[src/rtl/core/brr_pkg.sv]
`default_nettype none

package brr_pkg;

  // Default store size in bytes.
  localparam int STORE_BYTES_DEF = 4096;

  // Fill limit after reset.
  localparam logic [11:0] FILL_LIMIT_RST = 12'd2048;

  // Request operation codes.
  localparam logic [1:0] MODE_APPEND     = 2'd0;
  localparam logic [1:0] MODE_GET        = 2'd1;
  localparam logic [1:0] MODE_SKIP_BITS  = 2'd2;
  localparam logic [1:0] MODE_SKIP_BYTES = 2'd3;

  // Largest bit count returned by one get, and the width of the read window.
  localparam int GET_MAX  = 17;
  localparam int WIN_BITS = 24;

  // Commands from the controller to the datapath.
  typedef struct packed {
    logic load;
    logic copy_step;
    logic rd_issue;
    logic commit;
  } brr_cmd_t;

  // Status from the datapath to the controller.
  typedef struct packed {
    logic need_copy;
    logic get_nz;
    logic copy_done;
    logic rd_last;
    logic slot_free;
  } brr_sts_t;

endpackage

`default_nettype wire

[src/rtl/core/brr_ctrl.sv]
`default_nettype none

module brr_ctrl import brr_pkg::*; (
  input  logic     clk,
  input  logic     rst,
  input  logic     in_valid,
  output logic     in_stall,
  input  brr_sts_t sts,
  output brr_cmd_t cmd
);

  localparam logic [2:0] S_IDLE   = 3'd0;
  localparam logic [2:0] S_EXEC   = 3'd1;
  localparam logic [2:0] S_COPY   = 3'd2;
  localparam logic [2:0] S_READ   = 3'd3;
  localparam logic [2:0] S_RWAIT  = 3'd4;
  localparam logic [2:0] S_FINISH = 3'd5;

  logic [2:0] state;
  logic [2:0] state_next;

  assign in_stall = (state != S_IDLE);

  always_comb begin
    state_next = state;
    cmd        = '0;
    unique case (state)
      S_IDLE: begin
        if (in_valid) begin
          cmd.load   = 1'b1;
          state_next = S_EXEC;
        end
      end
      S_EXEC: begin
        if (sts.need_copy) begin
          state_next = S_COPY;
        end else if (sts.get_nz) begin
          state_next = S_READ;
        end else if (sts.slot_free) begin
          cmd.commit = 1'b1;
          state_next = S_IDLE;
        end else begin
          state_next = S_FINISH;
        end
      end
      S_COPY: begin
        cmd.copy_step = 1'b1;
        if (sts.copy_done) begin
          state_next = S_FINISH;
        end
      end
      S_READ: begin
        cmd.rd_issue = 1'b1;
        if (sts.rd_last) begin
          state_next = S_RWAIT;
        end
      end
      S_RWAIT: begin
        state_next = S_FINISH;
      end
      S_FINISH: begin
        if (sts.slot_free) begin
          cmd.commit = 1'b1;
          state_next = S_IDLE;
        end
      end
      default: begin
        state_next = S_IDLE;
      end
    endcase
  end

  always_ff @(posedge clk) begin
    if (rst) begin
      state <= S_IDLE;
    end else begin
      state <= state_next;
    end
  end

endmodule

`default_nettype wire

[config.mk]
export PLATFORM = sky130hd
export DESIGN_NAME = brr_ctrl
export DESIGN_NICKNAME = d
export VERILOG_FILES = /design/src/rtl/core/brr_pkg.sv /design/src/rtl/core/brr_ctrl.sv
export SDC_FILE = /design/constraint.sdc
export NUM_CORES = 1
export LEC_CHECK = 0
export BUFFER_PORTS_ARGS = -buffer_cell sky130_fd_sc_hd__buf_2
export CAP_MARGIN = 0
export CORE_AREA = 4 4 41 43
export DETAILED_ROUTE_END_ITERATION = 10
export DIE_AREA = 0 0 45 47
export HOLD_SLACK_MARGIN = 0.06
export PLACE_DENSITY_LB_ADDON = 0.05
export SYNTH_ARGS = -nofsm -noshare
export SYNTH_HDL_FRONTEND = slang
export SYNTH_SLANG_ARGS = --single-unit
[constraint.sdc]
create_clock -name clk -period 1.35 [get_ports clk]
set_input_delay 0 -clock clk [delete_from_list [all_inputs] [get_ports clk]]
set_output_delay 0 -clock clk [all_outputs]
set_load 0.005 [all_outputs]
==> results.md <==
* CTS root buf: clkbuf_4
* Post-layout min period at 1230 ps
* Pre-antenna DRT Iters at 3
* Placement Setup Slack at about 120 ps
* Clk buf depth at 2
* Vias in the first global route at approximately 320
* Critical path fanouts, max at 6
* Kind of critical path: flip-flop to flip-flop
* Nets at 60
* Worst Slack Setup Final at 116 ps
* CTS tree: yes
* Die Height at ~47 µm
* Drt wl/cell at about 11 µm
* Die area at 2120 µm²
* R2r startpoint: state[0]$_SDFFE_PP0P_
* Num CTS Buffers at 3
* Worst setup startpoint: state[0]$_SDFFE_PP0P_
* Comb power frac at 0.392
* Die W at 45 µm
* Clock transition at the registers of the reported paths at ~30 ps
* # rows at 13
* Int Power at 0.000319 W
* Share of the synthesized area in the top cell type at 0.261
* Reg power frac at 0.283
* Final period utilization at 0.914
* Max transition margin at 0.760
* CP max-delay cell: dfxtp_1
* Switching power total at approximately 0.00015 W
* Max-cap violations at 0
* Initial Util at 0.177
* Drt first-iter violations at 3
* Slew at the pin closest to its max-slew limit at 355 ps
* Largest net degree at the start of global routing at 9
* Max reg flops at 3
* Crit-path cells: or2_1, or3_1, a21oi_1, nor3_1
* Total track usage at 0.0821
* EDFF count, synth at 0
* Total clock sinks at 3
* Top cells by area, synth: dfxtp_1 26%, nor4b_1 7.6%, a21oi_1 6.5%
* # fillers at approximately 160
* Worst setup path endpoint: state[0]$_SDFFE_PP0P_
* Post-layout instance area at between 300 and 400 µm²
* Worst clock skew at approximately 1.4 ps
* Number of antenna violations at the first check in global routing at 0
* Static Leak at ~0.17 nW
* PD cells at between 1000 and 1500 nW/µm²
* Mean post-synth cell area at just over 7 µm²
* Pins Over Slew Limit at 0
* Distinct cell type count after synthesis at 18
* Largest Register: state
* R2R cell count at 4
* Yosys top cell by area: dfxtp_1
* IO Port Bufs at 12
* WP depth at 4
* Worst-Skew Late Latency at ~230 ps
* Kind of cell adding the most delay to the critical path: simple AND/OR/NAND/NOR gates
* CP Launch Type: flip-flop
* Post-Syn Area at about 230 µm²
* RSZ-0062 raised after global routing: no
* Total wire length at 713 µm
* Antenna cells at 0
* Max VDD drop at 592 µV
* Total congestion overflow at 0
* Worst EP required at around 1500 ps
* Vias at 304
* Antenna viol nets, final at 0
* Final setup fails at 0
* Placed cell area at approximately 320 µm²
* Seq cells post-synth at 3
* Core Area at 1300 µm²
* Hold slack final at between 100 and 150 ps
* Drt drc at 0
* Element type at the critical path end: flip-flop
* Switching share of power at 0.320
* F_max at about 810 MHz
* CP arrival at 1350 ps
* Syn nets at 40
* Commonest cells in the synthesized netlist: 4 x inv_1, 4 x nor2_1, 3 x a21oi_1, 3 x dfxtp_1, 3 x nand3_1
* Yosys warns at 0
* Largest regs: state: 3 flops
* Outcome: finished, final reports clean
* Cells after Synth at 32
* Primary FF master, synth: dfxtp_1
* Worst hold path type: primary input to flip-flop
* Synth async-reset ratio at 0
* Setup TNS at 0 ps
* Synthesis-to-layout area growth at 57.1%
* CP Buf/Inv Count at 0
* FF-to-FF End: state[0]$_SDFFE_PP0P_
* H-tree depth at 1
* Sequential fraction of the synthesis area at 0.261
* I/O Pins at 13
* Share of cells above drive strength 1 at 0.373
* Slowest stage delay, CP at roughly 340 ps
* First-pass GRT wire length at between 1 and 1.5 mm
* Clock Power Share at 0.325
* Vias/cell at 4.61
* Register-to-Register Setup Slack at about 120 ps
* GP Congestion at between 0.7 and 0.8
* Final Hold Fails at 0
## cell usage in the layout (no fill, tap or decap)
cell / n
or3_1: 2
clkbuf_1: 1
a21oi_1: 3
nand2_1: 1
dfxtp_2: 1
dfxtp_1: 2
buf_4: 3
o2111ai_1: 1
dlygate4sd3_1: 1
o31a_1: 1
mux2i_1: 1
or2_1: 1
nand3_1: 3
nor4b_1: 2
nor2b_1: 1
buf_2: 12
and3_1: 1
nand4_1: 1
inv_1: 4
clkbuf_4: 3
nor3_1: 1
o2111a_1: 1
nor2_1: 4
## worst min path at each step
stage               startpoint                     to  slack (ps)  depth (start not counted)
floorplan                  rst  state[1]$_SDFFE_PP0P_          70                          1
global placement           rst  state[2]$_SDFFE_PP0P_         200                          2
detailed placement         rst  state[2]$_SDFFE_PP0P_         200                          2
CTS                     sts[0]  state[2]$_SDFFE_PP0P_         120                          4
global route            sts[0]  state[2]$_SDFFE_PP0P_         130                          4
finish                  sts[0]  state[2]$_SDFFE_PP0P_         120                          4
## cell type report
type,count,area [µm²],area share
Clock buffer,4,26.3,0.0727
Multi-Input combinational cell,24,148,0.408
Timing Repair Buffer,16,92.6,0.256
Sequential cell,3,61.3,0.170
Tap cell,15,18.8,0.0519
Inverter,4,15.0,0.0415
## cells by family (layout without fill, tap and decap cells)
logic type             after synthesis  in the layout  synth area share
AOI/OAI and AO/OA                    6              6             0.190
buffers and inverters                5             24            0.0978
DFF                                  3              3             0.261
muxes                                1              1            0.0435
and+or+nand+nor                     17             17             0.408
## layer usage
metal | wire, µm | share of wire | vias to the layer above | global-route usage
met2 | 327 | 0.46 | 12 | 0.138
met5 | 0 | 0 | - | 0
met1 | 319 | 0.45 | 134 | 0.0794
met4 | 14 | 0.020 | 0 | 0.0468
met3 | 51 | 0.072 | 2 | 0.0460
li1 | - | - | 156 | -
## worst reg2reg max path: stages (launching register included)
cell	delay, ps
dfxtp_1	340
or2_1	250
or3_1	330
a21oi_1	150
nor3_1	50
## what timing repair did
item / CTS / global route
setup buffers: 0 / 0
gates resized for setup: 0 / 1
endpoints found under the setup margin: 0 / 1
hold buffers: 1 / 0
hold endpoints to repair: 3 / 0
## through the flow
step | cells | power [W] | util
2_1_floorplan | 32 | 0.000236 | -
3_3_place_gp | 61 | 0.000315 | 0.249
3_5_place_dp | 61 | 0.000317 | 0.249
4_1_cts | 66 | 0.000483 | 0.277
5_1_grt | 66 | 0.000526 | 0.278
6_report | 66 | 0.000470 | 0.278
## power by group through the flow
stage / Sequential (W) / Clock (W) / Combinational (W)
floorplan: 0.000121 / 0 / 0.000115
global placement: 0.000132 / 0 / 0.000183
detailed placement: 0.000134 / 0 / 0.000183
CTS: 0.000133 / 0.000164 / 0.000186
global route: 0.000140 / 0.000179 / 0.000208
finish: 0.000133 / 0.000153 / 0.000184
(Power assumes the default switching activity.)
